===== src/hdl/naive_bayes_pixel_trainer_unit_assert.svh =====
`ifndef NAIVE_BAYES_PIXEL_TRAINER_UNIT_ASSERT_SVH
`define NAIVE_BAYES_PIXEL_TRAINER_UNIT_ASSERT_SVH
// implication check, reset aware
`define NBT_ASSERT_IMP(lbl, clk, rst_n, ante, cons) \
  lbl: assert property (@(posedge clk) disable iff (!rst_n) (ante) |-> (cons)) \
    else $error("%m: check failed");
// next-cycle implication check
`define NBT_ASSERT_NXT(lbl, clk, rst_n, ante, cons) \
  lbl: assert property (@(posedge clk) disable iff (!rst_n) (ante) |=> (cons)) \
    else $error("%m: check failed");
`endif


===== src/hdl/nbt_pkg.sv =====
package nbt_pkg;
  localparam logic [1:0] CmdNewImage = 2'd0;
  localparam logic [1:0] CmdPixel    = 2'd1;
  localparam logic [1:0] CmdFeature  = 2'd2;
  localparam logic [1:0] CmdPrior    = 2'd3;
  localparam logic [1:0] RegK        = 2'd0;
  localparam logic [1:0] RegClasses  = 2'd1;
  localparam logic [1:0] RegSide     = 2'd2;
  localparam logic [7:0] CharHash    = 8'h23;
  localparam logic [7:0] CharPlus    = 8'h2B;
  localparam int         MaxSide     = 32;
  localparam int         MaxClasses  = 16;
  localparam int         CountBits   = 16;

  typedef struct packed {
    logic [1:0] command;
    logic [3:0] class_label;
    logic [4:0] row;
    logic [4:0] col;
    logic [7:0] pixel_char;
  } in_item_t;

  typedef struct packed {
    logic        status;
    logic [16:0] prob_unshaded;
    logic [16:0] prob_shaded;
    logic [16:0] prior;
  } out_item_t;

  // classified item handed from front to back
  typedef struct packed {
    logic [1:0] command;
    logic       err;
    logic       shaded;
    logic [3:0] cls;
    logic [4:0] row;
    logic [4:0] col;
  } job_t;
endpackage


===== src/hdl/nbt_front.sv =====
module nbt_front (
  input  logic              clk_i,
  input  logic              rst_ni,
  input  logic              take_i,
  input  nbt_pkg::in_item_t item_i,
  input  logic [4:0]        class_count_i,
  input  logic [5:0]        image_side_i,
  input  logic [4:0]        max_classes_i,
  input  logic [6:0]        max_side_i,
  output nbt_pkg::job_t     job_o,
  output logic              new_image_o
);
  logic [3:0] cur_q, cur_d;
  logic [6:0] ncls, side;
  logic       cls_bad, cur_bad, pos_bad;

  always_comb begin
    ncls = ({2'd0, class_count_i} < {2'd0, max_classes_i}) ? {2'd0, class_count_i}
                                                           : {2'd0, max_classes_i};
    side = ({1'b0, image_side_i} < max_side_i) ? {1'b0, image_side_i} : max_side_i;
    cls_bad = {3'd0, item_i.class_label} >= ncls;
    cur_bad = {3'd0, cur_q} >= ncls;
    pos_bad = ({2'd0, item_i.row} >= side) || ({2'd0, item_i.col} >= side);
    job_o.command = item_i.command;
    job_o.shaded  = (item_i.pixel_char == nbt_pkg::CharHash) ||
                    (item_i.pixel_char == nbt_pkg::CharPlus);
    job_o.row = item_i.row;
    job_o.col = item_i.col;
    job_o.cls = item_i.class_label;
    unique case (item_i.command)
      nbt_pkg::CmdNewImage: job_o.err = cls_bad;
      nbt_pkg::CmdPixel: begin
        job_o.err = cur_bad || pos_bad;
        job_o.cls = cur_q;
      end
      nbt_pkg::CmdFeature: job_o.err = cls_bad || pos_bad;
      default: begin
        job_o.err = cls_bad;
        job_o.row = '0;
        job_o.col = '0;
      end
    endcase
    new_image_o = take_i && (item_i.command == nbt_pkg::CmdNewImage) && !cls_bad;
    cur_d = new_image_o ? item_i.class_label : cur_q;
  end

  always_ff @(posedge clk_i or negedge rst_ni) begin
    if (!rst_ni) begin
      cur_q <= '0;
    end else begin
      cur_q <= cur_d;
    end
  end
endmodule


===== config.mk =====
export PLATFORM = sky130hd
export DESIGN_NAME = nbt_front
export DESIGN_NICKNAME = d
export VERILOG_FILES = /design/src/hdl/naive_bayes_pixel_trainer_unit_assert.svh /design/src/hdl/nbt_pkg.sv /design/src/hdl/nbt_front.sv
export SDC_FILE = /design/constraint.sdc
export NUM_CORES = 1
export LEC_CHECK = 0
export BUFFER_PORTS_ARGS = -buffer_cell sky130_fd_sc_hd__buf_2
export CORE_MARGIN = 1.5
export CORE_UTILIZATION = 47
export CTS_CLUSTER_SIZE = 30
export DETAILED_ROUTE_END_ITERATION = 10
export HOLD_SLACK_MARGIN = 0.15
export PLACE_DENSITY = 0.87
export SLEW_MARGIN = 5
export SYNTH_ARGS = -nofsm -noshare
export SYNTH_HDL_FRONTEND = slang
export SYNTH_SLANG_ARGS = --single-unit

===== constraint.sdc =====
create_clock -name clk_i -period 6.53 [get_ports clk_i]
set_input_delay 0.3265 -clock clk_i [delete_from_list [all_inputs] [get_ports clk_i]]
set_output_delay 0.3265 -clock clk_i [all_outputs]
set_load 0.005 [all_outputs]

* Yosys cells after proc, flatten, opt, wreduce, memory -nomap -nowiden
Cells that the tools add are included.
Operators by class: $lt $le $gt $ge 6, equality and inequality tests 4, muxes and demuxes 5, reductions and logical operators 9
Operators by type and width (count):
- equality test 8 x 6 -> 1 bit, second input constant | 2
- greater-or-equal comparator 5 x 7 -> 1 bit | 2
- greater-or-equal comparator 4 x 5 -> 1 bit | 2
- 2-to-1 mux 10 bit | 1
- less-than comparator 6 x 7 -> 1 bit | 1
- 2-to-1 mux 7 bit | 1
- less-than comparator 5 bit | 1
- 2-to-1 mux 5 bit | 1
- logical OR 1 bit | 4
- 2-to-1 mux 4 bit | 1
- OR reduction 3 bit | 1
- equality test 2 x 1 -> 1 bit, second input constant | 1
- equality test 2 bit, second input constant | 1
- logical AND 1 bit | 2
- logical NOT 2 bit | 1
- one-hot mux 1 bit (2 select lines) | 1
- logical NOT 1 bit | 1
Storage, ports and cells: register bits after elaboration 4, input port bits 50, output and inout bits 19, word-level logic and storage cells 25

* Depth between registers and ports, before layout
Gate-level depths: netlist of the first run.
depth in word-level cells 6, gate-level depth with buffers 15, gate-level depth less buffers 14

* Worst setup path before layout of the first run
Ideal clock, no wire load.
kind input port to output port, from input port max_side_i[4], to output port job_o[15] (netlist bit), data arrival time 3.035 ns, data required time 6.203 ns, path slack 3.169 ns, stages on the path 14, buffers on the path 1, cell sequence inv_1 -> ha_1 -> and4b_1 -> a21oi_1 -> buf_2 -> mux2_2 -> ha_1 -> nor2b_1 -> maj3_1 -> maj3_1 -> mux2i_1 -> nand3_1 -> o22ai_1 -> a311o_1
RTL lines:
- from (decl) | line nbt_front.sv:9 | input logic [6:0] max_side_i,
- to (decl) | line nbt_front.sv:10 | output nbt_pkg::job_t job_o,

==> results of run 1 <==
==> final timing paths <==
path	slack, ps	depth (start not counted)	from	to
max	2440	16	max_side_i[2]	job_o[15]
max in group asynchronous	5980	2	rst_ni	cur_q[1]
min in group asynchronous	430	2	rst_ni	cur_q[2]
min reg2reg	550	1	cur_q[2]	cur_q[2]
max reg2reg	5730	1	cur_q[1]	cur_q[1]
min	370	2	item_i[19]	cur_q[1]
==> power breakdown <==
group,internal (W),total (W),switching [W]
Sequential,0.0000319,0.0000377,0.00000582
Combinational,0.0000657,0.000120,0.0000539
Clock,0.0000206,0.0000310,0.0000104
==> worst max-delay path, cell delays in order <==
cell	delay [ps]
buf_2	100
inv_1	40
ha_1	280
a21oi_1	140
o21ai_0	100
a21oi_1	660
mux2_2	430
ha_1	280
nor2b_1	50
maj3_1	360
maj3_1	350
mux2i_1	170
nand3_1	100
o22ai_1	120
a311o_1	140
buf_2	110
==> kinds of logic (layout without fill, tap and decap cells) <==
family                   Yosys count  after routing  synth area share, %
adder cells (fa/ha/maj)           30             30                32.51
AND/OR/NAND/NOR                   37             37                18.10
buffers and inverters             22             88                8.825
flip-flops                         4              4                8.939
AO/OA/AOI/OAI                     28             28                18.10
multiplexers                      13             13                13.52
==> cells in the final DEF, fill, tap and decap left out, drive strengths merged <==
cell type	netlist	layout
nand3	2	2
dfrtp	4	4
ha	25	25
a221oi	1	1
a2111oi	1	1
mux2	8	8
nand2b	3	3
buf	4	67
and3	1	1
nand2	7	7
a21o	5	5
nor3	3	3
a211oi	1	1
clkbuf	1	3
dlygate4sd3	0	1
a21oi	10	10
or4b	1	1
o221ai	2	2
o21a	1	1
o22ai	1	1
nor2b	11	11
inv	17	17
nor2	8	8
and4b	1	1
a31oi	1	1
a311o	1	1
mux2i	5	5
o21ai	4	4
maj3	5	5
==> per-stage QoR <==
step           total power (W)  hold slack (ps)  util, %
2_1_floorplan        0.0001180            30.91        -
3_3_place_gp         0.0001539            133.9    65.15
3_5_place_dp         0.0001579            133.0    65.15
4_1_cts              0.0001912            368.7    66.61
5_1_grt              0.0002088            368.0    66.61
6_report             0.0001883            365.7    66.61
==> per-layer routing <==
| metal | share of wire (%) | track usage, % | vias up |
|---|---|---|---|
| li1 | - | - | 608 |
| met1 | 43 | 20.39 | 508 |
| met2 | 47 | 33.97 | 53 |
| met3 | 8.2 | 2.011 | 2 |
| met4 | 0.91 | 6.579 | 0 |
| met5 | 0 | 0 | - |
==> area by class of cell <==
cell class	instances	share of cell area [%]
inverter	17	4.289
multi-input combinational	108	61.90
sequential	4	6.728
clock buffer	3	1.514
tap	28	2.355
timing repair buffer	68	23.21
==> repair_timing <==
action,in CTS,in global routing
setup buffers,0,0
hold buffers,1,0
endpoints found under the hold margin,4,0
==> flow_metrics.tcl, run 1 <==
set metrics [dict create \
    initial_utilization_pct 50.14 \
    grt_pass1_vias 960 \
    drt_iter0_drc 16 \
    seq_area_frac_synth_pct 8.939 \
    wirelength_mm 2.430 \
    synth.avg_cell_area_um2 8.357 \
    nets 277 \
    synth_cell_type_count 35 \
    top_regs "cur_q x4" \
    ff_latch_area_um2 100.1 \
    worstHoldPathType "input port to flip-flop" \
    dieArea_mm2 0.002684 \
    die_w_um 51.81 \
    track_usage_pct 17.95 \
    root_buffer "clkbuf_4" \
    io_pins 69 \
    ctsResizeCount 0 \
    drive_gt1_share_pct 42.00 \
    dp.final_hpwl_mm 2.160 \
    ys_async_sr_fraction_pct 100.0 \
    tns_ps 0 \
    netlist.area_leader.share_pct 27.93 \
    p_per_area_mw_per_mm2 126.5 \
    netlist.top_cell.by_area "ha_1" \
    path_clk_slew_ps 40 \
    instances_no_fill 228 \
    synth-seq-cells 4 \
    yosysWarnings 0 \
    cts-buffers-inserted 3 \
    die_height_um 51.81 \
    postRouteAntennaNets 0 \
    syn_area_mm2 0.001120 \
    cts_tree "built" \
    fill_cells 208 \
    cp-end-kind "output port" \
    viasPerCell 5.136 \
    hold_viol_final 0 \
    largest_reg_flops 4 \
    grt_pass1_wl_mm 3.670 \
    dp_cells 224 \
    ir_worst_vdd_mv 0.09805 \
    synth_most_common_cell "ha_1" \
    htreeDepth 1 \
    vias 1171 \
    drcViolationCount 0 \
    fin_crit_ps 4086 \
    routabilityCongestion 0.7891 \
    grt_max_degree 12 \
    outcome "finished clean" \
    yosys-top-cells-area "ha_1, dfrtp_1, inv_1" \
    worstSetupPathType "input port to output port" \
    synth_enable_flop_cells 0 \
    rows 17 \
    routedWlPerCell_um 10.66 \
    antennaDiodeCount 0 \
    rsz0062_at_grt "false" \
    cp.arrival_ps 3760 \
    dr.pass1.iters 4 \
    fin_skew_ps 0 \
    p_leak_nw 0.8635 \
    synthesis.nets 209 \
    max-clock-path-buffers 2 \
    clk_latency_ps 240 \
    io_buffers 67 \
    start_kind "input port" \
    core_mm2 0.002233 \
    final_area_mm2 0.001488 \
    pre_cts_ws_ps 2469 \
    post-route-period-util_pct 62.57 \
    worstPathRequired_ps 6200 \
    numClockSinks 4 \
    placed_cell_area_mm2 0.001455 \
    grt_overflow 0 \
    postSynthCellCount 134 \
    setup_ws_ps 2444 \
    finalMaxSlewViolations 0 \
    tightest_slew_ps 837.2 \
    timing.fmax_mhz 244.7 \
    multi_input_area_um2 920.9 \
    largest-register "cur_q" \
    finalSetupViolCount 0 \
    worstPathMaxFanout 11 \
    yosys-top-cells-count "ha_1, inv_1, nor2b_1" \
    syn_to_final_growth_pct 32.85 \
    slew_headroom_pct 44.19 \
    grt_antenna_before_repair 0 \
    synth_top_flop_cell "dfrtp_1" \
    max-cap-violations 0 \
]
(Power assumes the default switching activity.)
==> inputs of run 2 (changes only) <==
- CORE_UTILIZATION: 47 -> 43
- PLACE_DENSITY: 0.87 -> 0.8
- clock period: 6.53 -> 3.9 ns (I/O delays scaled with it)
==> flow_metrics.tcl, run 2 (same netlist as run 1, synthesis figures left out) <==
set metrics [dict create \
    top_regs "cur_q x4" \
    htreeDepth 1 \
    drcViolationCount 0 \
    grt_pass1_wl_mm 3.974 \
    layout_common_cells "buf_2, ha_1, inv_1, nor2b_1, a21oi_1" \
    slew_headroom_pct 72.64 \
    clk_latency_ps 230 \
    crit_start "max_side_i[2]" \
    largest_reg_flops 4 \
    antennaDiodeCount 0 \
    mostFrequentLayoutCell "buf_2" \
    worstSetupPathType "input port to output port" \
    dr.pass1.iters 4 \
    track_usage_pct 18.07 \
    path_clk_slew_ps 40 \
    worstPathMaxFanout 3 \
    die_height_um 54.03 \
    io_buffers 67 \
    cts-buffers-inserted 3 \
    cp_cell_sequence "buf_2 -> inv_1 -> ha_1 -> a21oi_1 -> o21ai_0 -> a21oi_1 -> mux2_2 -> ha_1 -> nor2b_1 -> maj3_1 -> maj3_1 -> mux2i_1 -> nand3_1 -> o22ai_1 -> a311o_1 -> buf_2" \
    dieArea_mm2 0.002919 \
    fin_crit_ps 3271 \
    routabilityCongestion 0.7752 \
    io_pins 69 \
    slowest_delay_ps 380 \
    worstHoldPathType "input port to flip-flop" \
    post-route-period-util_pct 83.87 \
    start_kind "input port" \
    grt_overflow 0 \
    max-clock-path-buffers 2 \
    r2r_start "cur_q[1]" \
    cp.arrival_ps 3080 \
    vias 1171 \
    dp.final_hpwl_mm 2.218 \
    grt_pass1_vias 1033 \
    rsz0062_at_grt "false" \
    rows 18 \
    postRouteAntennaNets 0 \
    wirelength_mm 2.481 \
    root_buffer "clkbuf_4" \
    outcome "finished clean" \
    viasPerCell 5.069 \
    routedWlPerCell_um 10.74 \
    finalSetupViolCount 0 \
    grt_antenna_before_repair 0 \
    fin_skew_ps 0 \
    initial_utilization_pct 45.20 \
    largest-register "cur_q" \
    timing.hold.ws_ps 240.2 \
    p_leak_nw 0.8679 \
    syn_to_final_growth_pct 33.74 \
    ir_worst_vdd_mv 0.1306 \
    timing.fmax_mhz 305.7 \
    crit_slowest_cell "mux2_2" \
    p_per_area_mw_per_mm2 209.9 \
    core_mm2 0.002477 \
    die_w_um 54.03 \
    nets 278 \
    hold_viol_final 0 \
    tightest_slew_ps 400.1 \
    tns_ps 0 \
    drt_iter0_drc 5 \
    cp-end-kind "output port" \
    hp-start "item_i[21]" \
    post_cts_buffers 0 \
    numClockSinks 4 \
    max-cap-violations 0 \
    cts_tree "built" \
    drive_gt1_share_pct 42.29 \
    grt_max_degree 11 \
    worstPathRequired_ps 3700 \
    finalMaxSlewViolations 0 \
]
-- run 2: cell types whose count changed in the layout (fill, tap and decap cells not counted) --
cell / delta
buf_4: +1
-- run 2: path summary, 6_finish.rpt --
path,end,slack (ps),cells after the start
min,cur_q[3],240,2
max reg2reg,cur_q[1],3110,1
min reg2reg,cur_q[3],540,1
max in group asynchronous,cur_q[1],3480,2
max,job_o[15],630,16
min in group asynchronous,cur_q[3],300,2
-- run 2: routing by layer --
metal / part of all wire [%] / track usage [%] / routed length, um / vias up
met3: 8.4 / 2.500 / 209 / 0
met5: 0 / 0 / 0 / -
met2: 50 / 34.76 / 1230 / 48
met4: 0 / 5.000 / 0 / 0
li1: - / - / - / 609
met1: 42 / 20.40 / 1040 / 514
-- run 2: stage by stage --
| step | instance area (um^2) | worst slack, ps | util [%] | cells | total power [W] |
|---|---|---|---|---|---|
| floorplan | 1120 | 801.5 | - | 134 | 0.0001975 |
| global placement | 1465 | 619.3 | 59.14 | 227 | 0.0002600 |
| detailed placement | 1465 | 581.8 | 59.14 | 227 | 0.0002647 |
| CTS | 1498 | 612.6 | 60.45 | 231 | 0.0003186 |
| global route | 1498 | 383.1 | 60.45 | 231 | 0.0003479 |
| finish | 1498 | 629.2 | 60.45 | 231 | 0.0003144 |
-- run 2: final cells by class --
class | instances | area, um^2
Timing Repair Buffer | 69 | 352.8
Clock buffer | 3 | 22.52
Multi-Input combinational cell | 108 | 920.9
Sequential cell | 4 | 100.1
Tap cell | 30 | 37.54
Fill cell | 254 | 979.7
Inverter | 17 | 63.81
-- run 2: power by group --
| group | internal (W) | switching [W] | total (W) |
|---|---|---|---|
| clock | 0.0000343 | 0.0000160 | 0.0000504 |
| combinational | 0.000111 | 0.0000902 | 0.000201 |
| sequential | 0.0000535 | 0.00000929 | 0.0000628 |
| total | 0.000199 | 0.000115 | 0.000314 |
-- run 2: critical path, delay by kind of cell --
| kind | cells | cell delay, ps |
|---|---|---|
| simple gates | 2 | 160 |
| mux | 2 | 510 |
| compound gates | 5 | 690 |
| fa+ha+maj | 4 | 1280 |
| buf+inv | 3 | 250 |
-- run 2: timing repair --
| item | CTS | global route |
|---|---|---|
| hold endpoints to repair | 4 | 0 |
| hold buffers | 1 | 0 |
| endpoints found under the setup margin | 0 | 0 |
| resized for setup | 0 | 0 |
==> inputs of run 3 (changes only) <==
- CORE_UTILIZATION: 43 -> 39
- PLACE_DENSITY: 0.8 -> 0.77
- clock period: 3.9 -> 2.92 ns (I/O delays scaled with it)
==> flow_metrics.tcl, run 3 (same netlist as run 1, synthesis figures left out) <==
set metrics [dict create \
    outcome "finished clean" \
    grt_max_degree 11 \
    max-cap-violations 0 \
    io_buffers 67 \
    p_per_area_mw_per_mm2 275.4 \
    slowest_delay_ps 340 \
    ir_worst_vdd_mv 0.3450 \
    nets 297 \
    cts_tree "built" \
    crit_slowest_cell "mux2_4" \
    post-route-period-util_pct 99.02 \
    p_leak_nw 0.9848 \
    mostFrequentLayoutCell "buf_2" \
    slew_headroom_pct 68.11 \
    die_w_um 56.59 \
    largest-register "cur_q" \
    drcViolationCount 0 \
    tns_ps 0 \
    cp_cell_sequence "buf_2 -> ha_4 -> a21oi_2 -> o21ai_2 -> a31oi_4 -> mux2_4 -> ha_1 -> nand2b_1 -> a21o_1 -> maj3_2 -> a21o_1 -> a311o_1 -> buf_2" \
    initial_utilization_pct 40.96 \
    tightest_slew_ps 466.3 \
    vias 1252 \
    core_mm2 0.002734 \
    viasPerCell 4.988 \
    dp_cells 246 \
    worstPathRequired_ps 2770 \
    cts-buffers-inserted 3 \
    cp.arrival_ps 2750 \
    drive_gt1_share_pct 60.00 \
    io_pins 69 \
    max-clock-path-buffers 2 \
    finalMaxSlewViolations 0 \
    numClockSinks 4 \
    p_total_w 0.0005031 \
    antennaDiodeCount 0 \
    worstSetupPathType "input port to output port" \
    grt_overflow 0 \
    top_regs "cur_q x4" \
    worstHoldPathType "input port to flip-flop" \
    instances_no_fill 251 \
    die_height_um 56.59 \
    dp.final_hpwl_mm 2.328 \
    path_clk_slew_ps 40 \
    wirelength_mm 2.999 \
    dieArea_mm2 0.003202 \
    htreeDepth 1 \
    layout_common_cells "buf_2, buf_4, ha_1, inv_1, nor2b_1" \
    dr.pass1.iters 4 \
    cp-end-kind "output port" \
    finalSetupViolCount 0 \
    grt_pass1_wl_mm 4.774 \
    syn_to_final_growth_pct 63.13 \
    worstPathMaxFanout 2 \
    timing.hold.ws_ps 165.9 \
    timing.fmax_mhz 345.9 \
    fill_cells 237 \
    largest_reg_flops 4 \
    clk_latency_ps 250 \
    rows 19 \
    hold_viol_final 0 \
    routabilityCongestion 0.8097 \
    rsz0062_at_grt "true" \
    root_buffer "clkbuf_4" \
    drt_iter0_drc 21 \
    grt_antenna_before_repair 0 \
    postRouteAntennaNets 0 \
    fin_skew_ps 0 \
    start_kind "input port" \
    grt_pass1_vias 1174 \
    routedWlPerCell_um 11.95 \
    fin_crit_ps 2891 \
    track_usage_pct 18.13 \
]
==> run 3: changes by cell type in the layout (fill, tap and decap cells not counted), moves of 4 or more <==
| cell | delta |
|---|---|
| a21oi_2 | +5 |
| ha_4 | +8 |
| inv_1 | -5 |
| buf_4 | +19 |
| ha_1 | -8 |
| maj3_1 | -4 |
| a21oi_1 | -5 |
| maj3_2 | +4 |
==> run 3: where the power goes <==
group	total (W)	switching (W)	internal, W
clock	0.0000772	0.0000307	0.0000465
combinational	0.000342	0.000147	0.000195
sequential	0.0000837	0.0000124	0.0000713
total	0.000503	0.000190	0.000313
==> run 3: layout make-up <==
class                      count  area [um^2]  share of cell area, %
multi-input combinational    108         1089                  59.59
tap                           31        38.79                  2.123
inverter                      17        68.82                  3.767
clock buffer                   3        22.52                  1.233
sequential                     4        100.1                  5.479
timing repair buffer          88        508.0                  27.81
==> run 3: per-layer routing <==
layer  GRT usage, %  part of all wire [%]
met1          20.67                    39
met2          35.22                    55
met3          1.382                   5.1
met4          5.102                   1.3
met5              0                     0
==> run 3: worst paths after layout <==
| check | from | to | slack [ps] | depth (start not counted) |
|---|---|---|---|---|
| max | class_count_i[2] | job_o[15] | 30 | 13 |
| min | item_i[21] | cur_q[3] | 170 | 2 |
| max reg2reg | cur_q[2] | cur_q[2] | 2130 | 1 |
| min reg2reg | cur_q[3] | cur_q[3] | 550 | 1 |
| max in group asynchronous | rst_ni | cur_q[1] | 2560 | 2 |
| min in group asynchronous | rst_ni | cur_q[0] | 230 | 2 |
==> run 3: critical path, delay by kind of cell <==
| kind | cells | cell delay, ps |
|---|---|---|
| multiplexers | 1 | 340 |
| buffers and inverters | 2 | 250 |
| AO/OA/AOI/OAI | 6 | 1050 |
| AND/OR/NAND/NOR | 1 | 140 |
| adder cells (fa/ha/maj) | 3 | 810 |
==> run 3: metrics by stage <==
step / util (%) / instance area (um^2) / setup slack [ps]
2_1_floorplan: - / 1130 / -1.176
3_3_place_gp: 58.72 / 1605 / -126.3
3_5_place_dp: 58.72 / 1605 / -185.5
4_1_cts: 62.88 / 1719 / 0.3484
5_1_grt: 66.82 / 1827 / -109.8
6_report: 66.82 / 1827 / 28.65
==> run 3: timing repair <==
item	CTS	global route
endpoints found under the setup margin	2	2
gates resized for setup	13	22
buffers inserted	1	0
pin swaps	5	18
hold endpoints to repair	4	0
hold buffers	1	0
